<file path="src/design/hwj_pkg.sv">
// Shared types and constants for the handshake window join node.
// No dependencies; used by every other file of the block.
package hwj_pkg;

    localparam int WIN_DEPTH = 16;
    localparam int WIN_AW    = $clog2(WIN_DEPTH);
    localparam int WIN_CW    = $clog2(WIN_DEPTH + 1);

    localparam logic [1:0] FUNC_R   = 2'd0;
    localparam logic [1:0] FUNC_S   = 2'd1;
    localparam logic [1:0] FUNC_ACK = 2'd2;

    localparam logic [2:0] REG_WLEN  = 3'd0;
    localparam logic [2:0] REG_OFF_S = 3'd1;
    localparam logic [2:0] REG_OFF_R = 3'd2;
    localparam logic [2:0] REG_LEFT  = 3'd3;
    localparam logic [2:0] REG_RIGHT = 3'd4;

    typedef enum logic [1:0] {
        KIND_MATCH   = 2'd0,
        KIND_S_RIGHT = 2'd1,
        KIND_R_LEFT  = 2'd2,
        KIND_S_IND   = 2'd3
    } t_kind;

    typedef enum logic [1:0] {
        ST_R = 2'd0,
        ST_S = 2'd1,
        ST_F = 2'd2
    } t_store_id;

    typedef enum logic [3:0] {
        S_IDLE,
        S_PREP,
        S_CALC,
        S_EXP_OPP_RD,
        S_EXP_OPP_CHK,
        S_SCAN,
        S_PUSH,
        S_EXP_OWN_RD,
        S_EXP_OWN_CHK,
        S_DONE
    } t_state;

    typedef struct packed {
        logic              push;
        logic              pop;
        logic [WIN_AW-1:0] rd_idx;
        logic [63:0]       wr_data;
    } t_store_ctl;

    typedef struct packed {
        logic [WIN_CW-1:0] count;
        logic [63:0]       rd_data;
    } t_store_sts;

    typedef struct packed {
        t_kind       kind;
        logic [31:0] key;
        logic [31:0] time_val;
        logic [5:0]  mc;
        logic        ovf;
    } t_result;

endpackage

</file>
<file path="src/design/handshake_window_join_node.sv">
// Top level of the handshake window join node: configuration registers,
// result stage, sequencer and three tuple stores. Depends on hwj_pkg,
// hwj_store and hwj_ctrl.
//
// A request is taken when i_start is high and o_busy is low. Function R or S
// runs the sequence: expire the opposite window, count equal keys, store the
// tuple, expire its own window. An ack is taken without leaving idle and gives
// no result. Results appear one per cycle at most, each for one cycle with
// o_strobe high, and o_last marks the final result of a request. The receiver
// cannot stall. The last result is on the ports in the first cycle with o_busy
// low. Reset empties all stores and loads the register defaults; the user must
// write the configuration port only while the block is idle, and the block
// itself does not enforce this.
module handshake_window_join_node (
    input  logic        i_clk,
    input  logic        i_rst_n,
    input  logic        i_start,
    input  logic [1:0]  i_func,
    input  logic [31:0] i_tuple_key,
    input  logic [31:0] i_tuple_time,
    output logic        o_busy,
    output logic        o_strobe,
    output logic [1:0]  o_kind,
    output logic [31:0] o_out_key,
    output logic [31:0] o_out_time,
    output logic [5:0]  o_match_count,
    output logic        o_overflow,
    output logic        o_last,
    input  logic        psel,
    input  logic        penable,
    input  logic        pwrite,
    input  logic [4:0]  paddr,
    input  logic [31:0] pwdata,
    output logic [31:0] prdata,
    output logic        pready
);

    logic [31:0] r_wlen;
    logic [31:0] r_off_s;
    logic [31:0] r_off_r;
    logic        r_has_left;
    logic        r_has_right;
    logic [2:0]  reg_idx;

    hwj_pkg::t_store_ctl ctl_r, ctl_s, ctl_f;
    hwj_pkg::t_store_sts sts_r, sts_s, sts_f;
    hwj_pkg::t_result    res;
    logic                emit, finish, busy;

    logic                r_pend_v;
    hwj_pkg::t_result    r_pend;
    logic                r_out_v;
    hwj_pkg::t_result    r_out;
    logic                r_out_last;

    assign pready  = 1'b1;
    assign reg_idx = paddr[4:2];

    always_ff @(posedge i_clk) begin
        if (!i_rst_n) begin
            r_wlen      <= 32'd1000;
            r_off_s     <= '0;
            r_off_r     <= '0;
            r_has_left  <= 1'b0;
            r_has_right <= 1'b0;
        end else if (psel && penable && pwrite) begin
            unique case (reg_idx)
                hwj_pkg::REG_WLEN:  r_wlen      <= pwdata;
                hwj_pkg::REG_OFF_S: r_off_s     <= pwdata;
                hwj_pkg::REG_OFF_R: r_off_r     <= pwdata;
                hwj_pkg::REG_LEFT:  r_has_left  <= pwdata[0];
                hwj_pkg::REG_RIGHT: r_has_right <= pwdata[0];
                default: begin
                end
            endcase
        end
    end

    always_comb begin
        unique case (reg_idx)
            hwj_pkg::REG_WLEN:  prdata = r_wlen;
            hwj_pkg::REG_OFF_S: prdata = r_off_s;
            hwj_pkg::REG_OFF_R: prdata = r_off_r;
            hwj_pkg::REG_LEFT:  prdata = {31'd0, r_has_left};
            hwj_pkg::REG_RIGHT: prdata = {31'd0, r_has_right};
            default:            prdata = '0;
        endcase
    end

    hwj_store u_store_r (.i_clk(i_clk), .i_rst_n(i_rst_n), .i_ctl(ctl_r), .o_sts(sts_r));
    hwj_store u_store_s (.i_clk(i_clk), .i_rst_n(i_rst_n), .i_ctl(ctl_s), .o_sts(sts_s));
    hwj_store u_store_f (.i_clk(i_clk), .i_rst_n(i_rst_n), .i_ctl(ctl_f), .o_sts(sts_f));

    hwj_ctrl u_ctrl (
        .i_clk       (i_clk),
        .i_rst_n     (i_rst_n),
        .i_accept    (i_start && !busy),
        .i_func      (i_func),
        .i_key       (i_tuple_key),
        .i_time      (i_tuple_time),
        .i_wlen      (r_wlen),
        .i_off_s     (r_off_s),
        .i_off_r     (r_off_r),
        .i_has_left  (r_has_left),
        .i_has_right (r_has_right),
        .i_sts_r     (sts_r),
        .i_sts_s     (sts_s),
        .i_sts_f     (sts_f),
        .o_ctl_r     (ctl_r),
        .o_ctl_s     (ctl_s),
        .o_ctl_f     (ctl_f),
        .o_busy      (busy),
        .o_emit      (emit),
        .o_res       (res),
        .o_finish    (finish)
    );

    // A result is held back in r_pend so that the final one can carry the last flag.
    always_ff @(posedge i_clk) begin
        if (!i_rst_n) begin
            r_pend_v <= 1'b0;
            r_out_v  <= 1'b0;
        end else if (emit) begin
            r_out_v  <= r_pend_v;
            r_pend_v <= 1'b1;
        end else if (finish) begin
            r_out_v  <= r_pend_v;
            r_pend_v <= 1'b0;
        end else begin
            r_out_v  <= 1'b0;
        end
    end

    always_ff @(posedge i_clk) begin
        if (emit) begin
            r_out      <= r_pend;
            r_out_last <= 1'b0;
            r_pend     <= res;
        end else if (finish) begin
            r_out      <= r_pend;
            r_out_last <= 1'b1;
        end
    end

    assign o_busy        = busy;
    assign o_strobe      = r_out_v;
    assign o_kind        = r_out.kind;
    assign o_out_key     = r_out.key;
    assign o_out_time    = r_out.time_val;
    assign o_match_count = r_out.mc;
    assign o_overflow    = r_out.ovf;
    assign o_last        = r_out_last;

endmodule

</file>
<file path="src/design/hwj_store.sv">
// One time-ordered tuple store: a synchronous memory with head and fill count.
// Depends on hwj_pkg.
module hwj_store (
    input  logic                i_clk,
    input  logic                i_rst_n,
    input  hwj_pkg::t_store_ctl i_ctl,
    output hwj_pkg::t_store_sts o_sts
);

    logic [63:0]                 r_mem [hwj_pkg::WIN_DEPTH];
    logic [hwj_pkg::WIN_AW-1:0]  r_head;
    logic [hwj_pkg::WIN_CW-1:0]  r_count;
    logic [63:0]                 r_rd_data;
    logic [hwj_pkg::WIN_AW-1:0]  rd_addr;
    logic [hwj_pkg::WIN_AW-1:0]  wr_addr;

    assign rd_addr = r_head + i_ctl.rd_idx;
    assign wr_addr = r_head + r_count[hwj_pkg::WIN_AW-1:0];

    always_ff @(posedge i_clk) begin
        if (i_ctl.push) begin
            r_mem[wr_addr] <= i_ctl.wr_data;
        end
        r_rd_data <= r_mem[rd_addr];
    end

    always_ff @(posedge i_clk) begin
        if (!i_rst_n) begin
            r_head  <= '0;
            r_count <= '0;
        end else begin
            if (i_ctl.pop) begin
                r_head <= r_head + 1'b1;
            end
            r_count <= r_count + hwj_pkg::WIN_CW'(i_ctl.push) - hwj_pkg::WIN_CW'(i_ctl.pop);
        end
    end

    assign o_sts.count   = r_count;
    assign o_sts.rd_data = r_rd_data;

endmodule

</file>
<file path="src/design/hwj_ctrl.sv">
// Sequencer of the join node: expiry, key scan, store and result requests.
// Depends on hwj_pkg; drives three hwj_store instances.
module hwj_ctrl (
    input  logic                i_clk,
    input  logic                i_rst_n,
    input  logic                i_accept,
    input  logic [1:0]          i_func,
    input  logic [31:0]         i_key,
    input  logic [31:0]         i_time,
    input  logic [31:0]         i_wlen,
    input  logic [31:0]         i_off_s,
    input  logic [31:0]         i_off_r,
    input  logic                i_has_left,
    input  logic                i_has_right,
    input  hwj_pkg::t_store_sts i_sts_r,
    input  hwj_pkg::t_store_sts i_sts_s,
    input  hwj_pkg::t_store_sts i_sts_f,
    output hwj_pkg::t_store_ctl o_ctl_r,
    output hwj_pkg::t_store_ctl o_ctl_s,
    output hwj_pkg::t_store_ctl o_ctl_f,
    output logic                o_busy,
    output logic                o_emit,
    output hwj_pkg::t_result    o_res,
    output logic                o_finish
);

    hwj_pkg::t_state    r_state, n_state;
    logic               r_is_s;
    logic [31:0]        r_key;
    logic [31:0]        r_time;
    logic               r_cond_ok;
    logic [32:0]        r_cond;
    logic [32:0]        r_start_opp;
    logic [32:0]        r_start_own;
    hwj_pkg::t_store_id r_sel;
    logic [hwj_pkg::WIN_CW-1:0] r_idx;
    logic               r_pend;
    logic [5:0]         r_mc;

    hwj_pkg::t_store_id opp_id, own_id;
    hwj_pkg::t_store_sts opp_sts, own_sts, sel_sts;
    logic [32:0]        sum_own;
    logic [32:0]        off_other;
    logic               opp_exp, own_exp, scan_end, scan_hit, own_full;

    function automatic hwj_pkg::t_store_sts pick(input hwj_pkg::t_store_id id,
                                                 input hwj_pkg::t_store_sts sr,
                                                 input hwj_pkg::t_store_sts ss,
                                                 input hwj_pkg::t_store_sts sf);
        hwj_pkg::t_store_sts res;
        unique case (id)
            hwj_pkg::ST_R: res = sr;
            hwj_pkg::ST_S: res = ss;
            default:       res = sf;
        endcase
        return res;
    endfunction

    assign opp_id  = r_is_s ? hwj_pkg::ST_R : hwj_pkg::ST_S;
    assign own_id  = r_is_s ? hwj_pkg::ST_S : hwj_pkg::ST_R;
    assign opp_sts = pick(opp_id, i_sts_r, i_sts_s, i_sts_f);
    assign own_sts = pick(own_id, i_sts_r, i_sts_s, i_sts_f);
    assign sel_sts = pick(r_sel, i_sts_r, i_sts_s, i_sts_f);

    assign sum_own   = {1'b0, r_time} + {1'b0, (r_is_s ? i_off_s : i_off_r)};
    assign off_other = {1'b0, (r_is_s ? i_off_r : i_off_s)};
    assign opp_exp   = {1'b0, opp_sts.rd_data[31:0]} < r_start_opp;
    assign own_exp   = {1'b0, own_sts.rd_data[31:0]} < r_start_own;
    assign scan_end  = (r_idx == sel_sts.count) && !r_pend;
    assign scan_hit  = r_pend && (sel_sts.rd_data[63:32] == r_key);
    assign own_full  = own_sts.count == hwj_pkg::WIN_CW'(hwj_pkg::WIN_DEPTH);

    always_comb begin
        n_state = r_state;
        unique case (r_state)
            hwj_pkg::S_IDLE: begin
                if (i_accept && (i_func == hwj_pkg::FUNC_R || i_func == hwj_pkg::FUNC_S)) begin
                    n_state = hwj_pkg::S_PREP;
                end
            end
            hwj_pkg::S_PREP: n_state = hwj_pkg::S_CALC;
            hwj_pkg::S_CALC: n_state = r_cond_ok ? hwj_pkg::S_EXP_OPP_RD : hwj_pkg::S_SCAN;
            hwj_pkg::S_EXP_OPP_RD: begin
                n_state = (opp_sts.count == '0) ? hwj_pkg::S_SCAN : hwj_pkg::S_EXP_OPP_CHK;
            end
            hwj_pkg::S_EXP_OPP_CHK: begin
                n_state = opp_exp ? hwj_pkg::S_EXP_OPP_RD : hwj_pkg::S_SCAN;
            end
            hwj_pkg::S_SCAN: begin
                if (scan_end && !(!r_is_s && r_sel == hwj_pkg::ST_S)) begin
                    n_state = hwj_pkg::S_PUSH;
                end
            end
            hwj_pkg::S_PUSH: n_state = hwj_pkg::S_EXP_OWN_RD;
            hwj_pkg::S_EXP_OWN_RD: begin
                n_state = (own_sts.count == '0) ? hwj_pkg::S_DONE : hwj_pkg::S_EXP_OWN_CHK;
            end
            hwj_pkg::S_EXP_OWN_CHK: begin
                n_state = own_exp ? hwj_pkg::S_EXP_OWN_RD : hwj_pkg::S_DONE;
            end
            hwj_pkg::S_DONE: n_state = hwj_pkg::S_IDLE;
            default: n_state = hwj_pkg::S_IDLE;
        endcase
    end

    always_comb begin
        hwj_pkg::t_store_id exp_id;
        logic               exp_do;
        logic [63:0]        exp_data;

        o_ctl_r  = '0;
        o_ctl_s  = '0;
        o_ctl_f  = '0;
        o_emit   = 1'b0;
        o_res    = '0;
        o_finish = 1'b0;
        exp_id   = opp_id;
        exp_do   = 1'b0;
        exp_data = opp_sts.rd_data;

        unique case (r_state)
            hwj_pkg::S_IDLE: begin
                if (i_accept && i_func == hwj_pkg::FUNC_ACK && i_sts_f.count != '0) begin
                    o_ctl_f.pop = 1'b1;
                end
            end
            hwj_pkg::S_CALC: begin
                if (r_is_s && i_has_left) begin
                    o_emit     = 1'b1;
                    o_res.kind = hwj_pkg::KIND_S_IND;
                end
            end
            hwj_pkg::S_EXP_OPP_CHK: begin
                exp_do = opp_exp;
            end
            hwj_pkg::S_EXP_OWN_CHK: begin
                exp_id   = own_id;
                exp_do   = own_exp;
                exp_data = own_sts.rd_data;
            end
            hwj_pkg::S_SCAN: begin
                unique case (r_sel)
                    hwj_pkg::ST_R: o_ctl_r.rd_idx = r_idx[hwj_pkg::WIN_AW-1:0];
                    hwj_pkg::ST_S: o_ctl_s.rd_idx = r_idx[hwj_pkg::WIN_AW-1:0];
                    default:       o_ctl_f.rd_idx = r_idx[hwj_pkg::WIN_AW-1:0];
                endcase
            end
            hwj_pkg::S_PUSH: begin
                o_emit     = 1'b1;
                o_res.kind = hwj_pkg::KIND_MATCH;
                o_res.mc   = r_mc;
                o_res.ovf  = own_full;
                if (!own_full) begin
                    if (r_is_s) begin
                        o_ctl_s.push    = 1'b1;
                        o_ctl_s.wr_data = {r_key, r_time};
                    end else begin
                        o_ctl_r.push    = 1'b1;
                        o_ctl_r.wr_data = {r_key, r_time};
                    end
                end
            end
            default: begin
            end
        endcase

        if (exp_do) begin
            if (exp_id == hwj_pkg::ST_S) begin
                o_ctl_s.pop = 1'b1;
                if (i_has_right) begin
                    o_emit         = 1'b1;
                    o_res.kind     = hwj_pkg::KIND_S_RIGHT;
                    o_res.key      = exp_data[63:32];
                    o_res.time_val = exp_data[31:0];
                    o_res.ovf      = i_sts_f.count == hwj_pkg::WIN_CW'(hwj_pkg::WIN_DEPTH);
                    o_ctl_f.push    = !o_res.ovf;
                    o_ctl_f.wr_data = exp_data;
                end
            end else begin
                o_ctl_r.pop = 1'b1;
                if (i_has_left) begin
                    o_emit         = 1'b1;
                    o_res.kind     = hwj_pkg::KIND_R_LEFT;
                    o_res.key      = exp_data[63:32];
                    o_res.time_val = exp_data[31:0];
                end
            end
        end

        if (r_state == hwj_pkg::S_DONE) begin
            o_finish = 1'b1;
        end
    end

    always_ff @(posedge i_clk) begin
        if (!i_rst_n) begin
            r_state <= hwj_pkg::S_IDLE;
        end else begin
            r_state <= n_state;
        end
    end

    always_ff @(posedge i_clk) begin
        if (r_state == hwj_pkg::S_IDLE && i_accept) begin
            r_is_s <= i_func == hwj_pkg::FUNC_S;
            r_key  <= i_key;
            r_time <= i_time;
        end
        if (r_state == hwj_pkg::S_PREP) begin
            r_cond_ok <= sum_own > off_other;
            r_cond    <= sum_own - off_other;
        end
        if (r_state == hwj_pkg::S_CALC) begin
            r_start_opp <= (r_cond < {1'b0, i_wlen}) ? '0 : r_cond - {1'b0, i_wlen};
            r_start_own <= (r_time < i_wlen) ? '0 : {1'b0, r_time - i_wlen};
            r_sel  <= opp_id;
            r_idx  <= '0;
            r_pend <= 1'b0;
            r_mc   <= '0;
        end
        if (r_state == hwj_pkg::S_SCAN) begin
            if (scan_hit) begin
                r_mc <= r_mc + 6'd1;
            end
            if (scan_end) begin
                r_sel <= hwj_pkg::ST_F;
                r_idx <= '0;
            end else if (r_idx != sel_sts.count) begin
                r_idx  <= r_idx + 1'b1;
                r_pend <= 1'b1;
            end else begin
                r_pend <= 1'b0;
            end
        end
    end

    assign o_busy = r_state != hwj_pkg::S_IDLE;

endmodule
</file>
<file path="config.mk">
export PLATFORM = sky130hd
export DESIGN_NAME = handshake_window_join_node
export DESIGN_NICKNAME = d
export VERILOG_FILES = /design/src/design/hwj_pkg.sv /design/src/design/handshake_window_join_node.sv /design/src/design/hwj_store.sv /design/src/design/hwj_ctrl.sv
export SDC_FILE = /design/constraint.sdc
export NUM_CORES = 2
export LEC_CHECK = 0
export BUFFER_PORTS_ARGS = -buffer_cell sky130_fd_sc_hd__buf_2
export CAP_MARGIN = 20
export CORE_UTILIZATION = 44
export DETAILED_ROUTE_END_ITERATION = 10
export GPL_TIMING_DRIVEN = 0
export PLACE_DENSITY_LB_ADDON = 0.25
export SYNTH_ARGS = -nofsm -noshare
export SYNTH_HDL_FRONTEND = slang
export SYNTH_SLANG_ARGS = --single-unit
</file>
<file path="constraint.sdc">
create_clock -name i_clk -period 8.2 [get_ports i_clk]
set_clock_uncertainty 0.2 [all_clocks]
set_input_delay 1.23 -clock i_clk [delete_from_list [all_inputs] [get_ports i_clk]]
set_output_delay 1.23 -clock i_clk [all_outputs]
set_load 0.01 [all_outputs]
</file>
Word level (Yosys, flattened, before mapping)
Memories as Yosys holds them, arrays and structs flattened. A register that Yosys moved wholly into a read port is not among the register bits.
Index checks and enable logic that the tools add are counted.

word-level totals
  flip-flop bits (word level) = 457
  RAM bits = 3072
  output and inout port bits = 109
  word-level logic and storage cells = 220
  memories kept = 3

memory list
  name             depth  bits a word  rd ports  clocked after memory_dff  write ports  RTL line         RTL
  u_store_f.r_mem  16     64           1         1                         1            hwj_store.sv:10  logic [63:0] r_mem [hwj_pkg::WIN_DEPTH];
  u_store_r.r_mem  16     64           1         1                         1            hwj_store.sv:10
  u_store_s.r_mem  16     64           1         1                         1            hwj_store.sv:10

operators by class
  $add $sub $neg = 21
  $lt $le $gt $ge = 5
  equality and inequality tests = 26
  multiplexer cells = 92
  reduce and logical (&&, ||, !) cells = 36

operator list
  cell                                                  number
  two-way mux 64 bit                                    10
  one-hot mux 69 bit (2 select lines)                   3
  two-way mux 66 bit                                    4
  one-hot mux 32 bit (5 select lines)                   1
  two-way mux 73 bit                                    2
  less-than comparator 32 x 33 -> 1 bit                 2
  subtractor 33 x 32 -> 33 bit                          2
  two-way mux 32 bit                                    2
  two-way mux 1 bit                                     43
  two-way mux 4 bit                                     9
  one-hot mux 4 bit (9 select lines)                    1
  adder 32 x 32 -> 33 bit                               1
  > comparator 33 x 32 -> 1 bit                         1
  less-than comparator 33 x 32 -> 1 bit                 1
  equality test 32 bit                                  1
  less-than comparator 32 bit                           1
  subtractor 32 bit                                     1
  adder 4 bit                                           6
  two-way mux 5 bit                                     4
  two-way mux 6 bit                                     3
  equality test 4 x 3 -> 1 bit (second input constant)  4
  adder 5 x 1 -> 5 bit                                  3
  subtractor 5 x 1 -> 5 bit                             3
  adder 4 x 1 -> 4 bit (second input constant)          3
  other kinds (29)                                      69

Logic depth before layout (Yosys ltp)
  depth after elaboration = 8
  depth in mapped cells = 28
  gate-level depth less buffers = 24

Hierarchy
Synthesis repeated with hierarchy kept, for this count alone.

unflattened totals
  cell total of the unflattened synthesis = 8704
  area, all modules = 153188.2 µm²

modules (own cells, without submodules)
  module                      times used  cells each  area each (µm²)  seq. area each (µm²)
  hwj_store                   3           1936        41670.0          32210.9
  hwj_ctrl                    1           2253        19145.9          5285.1
  handshake_window_join_node  1           643         9032.4           6406.1

Worst setup path after synthesis
Ideal clock, no wire load.

  path kind = register -> register
  start point = reg u_ctrl.r_is_s
  end point = mem u_store_f.r_mem[0][32], enable pin
  data arrival time = 6.954 ns
  slack = 0.544 ns
  stages on the path, launching flop included = 16
  clock period less this slack = 7.656 ns
  path through = edfxtp_1 > buf_1 > buf_1 > clkbuf_1 > mux2_2 > ha_1 > a21o_1 > a21o_1 > a21o_1 > a21oi_1 > o21ai_0 > o311ai_1 > and3_1 > o2bb2ai_2 > nand2_2 > nor4_1

on the way
  cells in the longest elaborated chain, start to end = 8

RTL lines
  what                                                                    RTL line                        RTL
  start, declared                                                         hwj_ctrl.sv:28                  logic r_is_s;
  start signal, assigned                                                  hwj_ctrl.sv:205                 r_is_s <= i_func == hwj_pkg::FUNC_S;
  two-way mux 1 bit (on tied branches)                                    hwj_ctrl.sv:60, hwj_ctrl.sv:59
  equality test 2 x 1 -> 1 bit / zero test 2 bit (equally long branches)  hwj_ctrl.sv:51                  unique case (id)
  one-hot mux 69 bit (2 select lines)                                     hwj_ctrl.sv:51
  less-than comparator 32 x 33 -> 1 bit (on tied branches)                hwj_ctrl.sv:68, hwj_ctrl.sv:67
  one-hot mux 1 bit (2 select lines)                                      hwj_ctrl.sv:121                 unique case (r_state)
  two-way mux 1 bit *                                                     hwj_ctrl.sv:167                 if (exp_do) begin
  two-way mux 1 bit *                                                     hwj_store.sv:21                 if (i_ctl.push) begin
  two-way mux 1 bit (implied by the code) *                               hwj_store.sv:22                 r_mem[wr_addr] <= i_ctl.wr_data;
  end, declared                                                           hwj_store.sv:10

Mark *: on every way between the ends. The rest lies on a longest branch, timed or not.

Worst setup path in the final report
  start point = reg u_ctrl.r_is_s
  end point = reg u_ctrl.r_cond_ok, data pin

on the way
  cells in the longest elaborated chain, start to end = 3

RTL lines
  what                             RTL line         RTL
  two-way mux 32 bit               hwj_ctrl.sv:65   assign sum_own = {1'b0, r_time} + {1'b0, (r_is_s ? i_off_s : i_off_r)};
  adder 32 x 32 -> 33 bit          hwj_ctrl.sv:65
  > comparator 33 x 32 -> 1 bit *  hwj_ctrl.sv:210  r_cond_ok <= sum_own > off_other;
  end signal, assigned             hwj_ctrl.sv:210
  end, declared                    hwj_ctrl.sv:31   logic r_cond_ok;

Marks and branches as above.
A chain may end at the register's enable or synchronous reset.

==> metrics <==
fin crit period=approximately 7.7 ns; syn nets=7326; Mapped Cells=between 6000 and 7000; LEAKAGE=around 43 nW; die height=about 540 um; CTS tree=built; f_max=between 100 and 150 MHz; total gr overflow=0; Post-Place Worst Slack=-0.100 ns; Vias=slightly below 70000; clock root buffer=clkbuf_16; Die Wd=around 540 um; Worst Slack Setup Final=0.538 ns; Ports=between 200 and 250; DRC=0; clock latency on the worst-skew pair=~0.94 ns; GRT Total Usage=24.3%; outcome=finished clean; total die area=roughly 0.29 mm2; most common cell in the netlist=edfxtp_1; antenna violations before repair=18; Hold Vio Cnt, Final=0; Area Overhead vs Synth=16.4%; reg2reg start=u_ctrl.r_is_s; Crit Path Max Fanout=10; wire length of the first global-routing pass=506 mm; row cnt=between 150 and 200; TritonCTS Buffers=~340; YS warnings=0; asr flop ratio synth=0%; largest net degree at the start of global routing=45; Final HPWL DP=249 mm; layout cells sized above 1=between 20% and 30%; worst-margin pin slew=around 1.2 ns; Clock Pin Slew Worst Setup and Hold Paths=0.06 ns; Critical Path Start Type=flip-flop; total power=approximately 34 mW; CTS Sinks=3176; EDFF count, synth=approximately 2900; DR WL/cell=roughly 30 um; largest area contributor in the netlist=edfxtp_1; H-Tree Depth=5; syn avg cell area=approximately 18 um2; Synth Flop Type=edfxtp_1; port bufs=about 210; DRT Pass-1 Iters=6; CP arrival=8.05 ns; WP data required=between 8 and 9 ns; final period utilization=93.4%; FF+latch count, synth=3176; flop2flop setup slack=around 0.54 ns; maxcap violations=0; Slew Limit Fails=0; Hold/Removal Path Class=flip-flop to flip-flop; hold_buf cts=0; vias in the first global route=~70000; synth top area cells=edfxtp_1 67%, mux4_2 13%, dfxtp_1 4.8%, ha_1 2.2%, nand2_1 1.2%; Detail Route Antenna Nets=0; Peak VDD IR=159 uV; Seq/Total Area, Yosys=a little over 70%; clock tree buffer depth=4; Core Footprint=0.291 mm2; NumNets Final=slightly above 8000; nature of the critical path endpoint=flip-flop; worst hold path startpoint=r_pend[56]; Final Setup Violations=0; Max-slew headroom=between 20% and 30%; Post-synth top cells=2870 x edfxtp_1, 769 x mux4_2, 414 x nand2_1; Iteration-0 DRC Markers=7515; Cell Pwr Density=229 mW/mm2; Synth top area share=between 60% and 70%; Worst Setup SP=u_ctrl.r_is_s; Distinct cells, synth=86; via/cell ratio=a little under 6; RSZ-0062 raised after global routing=false; RePlAce Congestion=just over 0.9; critical path class=flip-flop to flip-flop; layout filler cell count=between 20000 and 25000; final WL=approximately 360 mm; Initial Util=roughly 44%; mapped cell area=~0.13 mm2
where the power goes:
group / internal [mW] / total [mW] / switching, mW
logic: 0.548 / 1.46 / 0.913
registers: 17.6 / 17.8 / 0.230
clock network: 8.64 / 15.0 / 6.37
total: 26.7 / 34.3 / 7.51
per-stage QoR:
stage | cell area, um2 | util, % | hold WS, ns | setup TNS [ns] | cells
after floorplan | 129000 | - | 0.200 | 0 | 6975
after global routing | 150000 | 51.5 | 0.203 | 0 | 11900
after global placement | 135000 | 46.3 | 0.201 | -5458.50 | 11100
after CTS | 149000 | 51.3 | 0.199 | 0 | 11900
after detailed placement | 138000 | 47.6 | 0.205 | -0.100 | 11300
final | 150000 | 51.5 | 0.194 | 0 | 12000
layout by cell type, fill, tap and decap left out, types with 48 or more instances in the layout:
cell type,count
buf_2,227
ha_1,229
clkbuf_1,347
a31oi_1,53
buf_12,69
clkbuf_16,345
nand2_1,413
a21o_1,119
o21ai_0,109
nor2_1,252
dfxtp_1,306
a211oi_1,49
and2_1,178
xnor2_1,90
clkinv_2,55
and3_1,48
a21oi_1,257
mux2i_1,142
edfxtp_1,2870
mux4_2,769
inv_1,178
mux2_2,96
xor2_1,91
buf_6,62
registers in the layout (all words and copies together), names as in the netlist, 33 cells and up:
name and flops:
u_store_f.r_mem 512, u_store_r.r_mem 1024, u_store_r.r_rd_data 64, u_store_s.r_mem 1024, u_ctrl.r_start_opp 33, u_ctrl.r_cond 33, r_pend 73, u_store_s.r_rd_data 64
timing repair:
item	in CTS	in global routing
setup buffers	0	7
resized for setup	1	1
setup endpoints to repair	1	4
cloned	0	0
final timing paths:
| kind | to | cells past startpoint |
|---|---|---|
| worst min-delay path | o_out_key[17] | 0 |
| worst max-delay path | u_ctrl.r_cond_ok | 26 |
| worst max register to register | u_ctrl.r_cond_ok | 26 |
| worst min register to register | o_out_key[17] | 0 |
per-layer routing:
layer  global-route usage [%]  vias to the layer above  wire length [um]  share of wire, %
met5                        0                        -                21            0.0058
met4                     11.2                        4             18700               5.2
met3                     3.56                      624             25100               7.0
met2                     39.2                     2987            171000                48
met1                     32.6                    36400            144000                40
li1                         -                    29400                 -                 -
critical path, stage by stage (launching register included):
cell and delay (ns):
edfxtp_1 0.60, clkbuf_2 0.34, clkbuf_2 0.45, buf_1 0.23, buf_8 0.21, mux2i_1 0.33
inv_1 0.08, ha_1 0.30, a211oi_1 0.35, o21ai_0 0.18, a31oi_1 0.37, o21bai_1 0.21
a31oi_1 0.41, o21ai_0 0.17, a21oi_1 0.19, xnor2_1 0.14, ha_1 0.31, and3_1 0.20
and2_1 0.25, nand2_1 0.12, nor2_1 0.05, a21oi_1 0.12, o211ai_1 0.15, a31o_2 0.32
a2111oi_4 0.42, nor4_1 0.09, or3_1 0.50
area by class of cell:
type	instances	area, um2	area share [%]
Sequential cell	3176	92300	61.6
Multi-Input combinational cell	3302	34900	23.3
Clock buffer	464	9340	6.23
Tap cell	3900	4880	3.26
Timing Repair Buffer	440	4860	3.24
Clock inverter	157	1610	1.07
Buffer	315	1280	0.856
Inverter	181	681	0.454
Antenna cell	24	60.1	0.0401
logic make-up (layout without fill, tap and decap cells):
logic type	count (synthesis)	count (layout)	synth area share, %
compound gates	709	709	3.48
xor+xnor	187	187	1.28
fa+ha+maj	242	242	2.43
buf+inv	497	1557	1.52
flops	3176	3176	71.7
mux	1007	1007	15.4
other cells	1	25	0.00291
simple gates	1156	1156	4.20
Note: power is estimated with default switching activity, not from simulation.
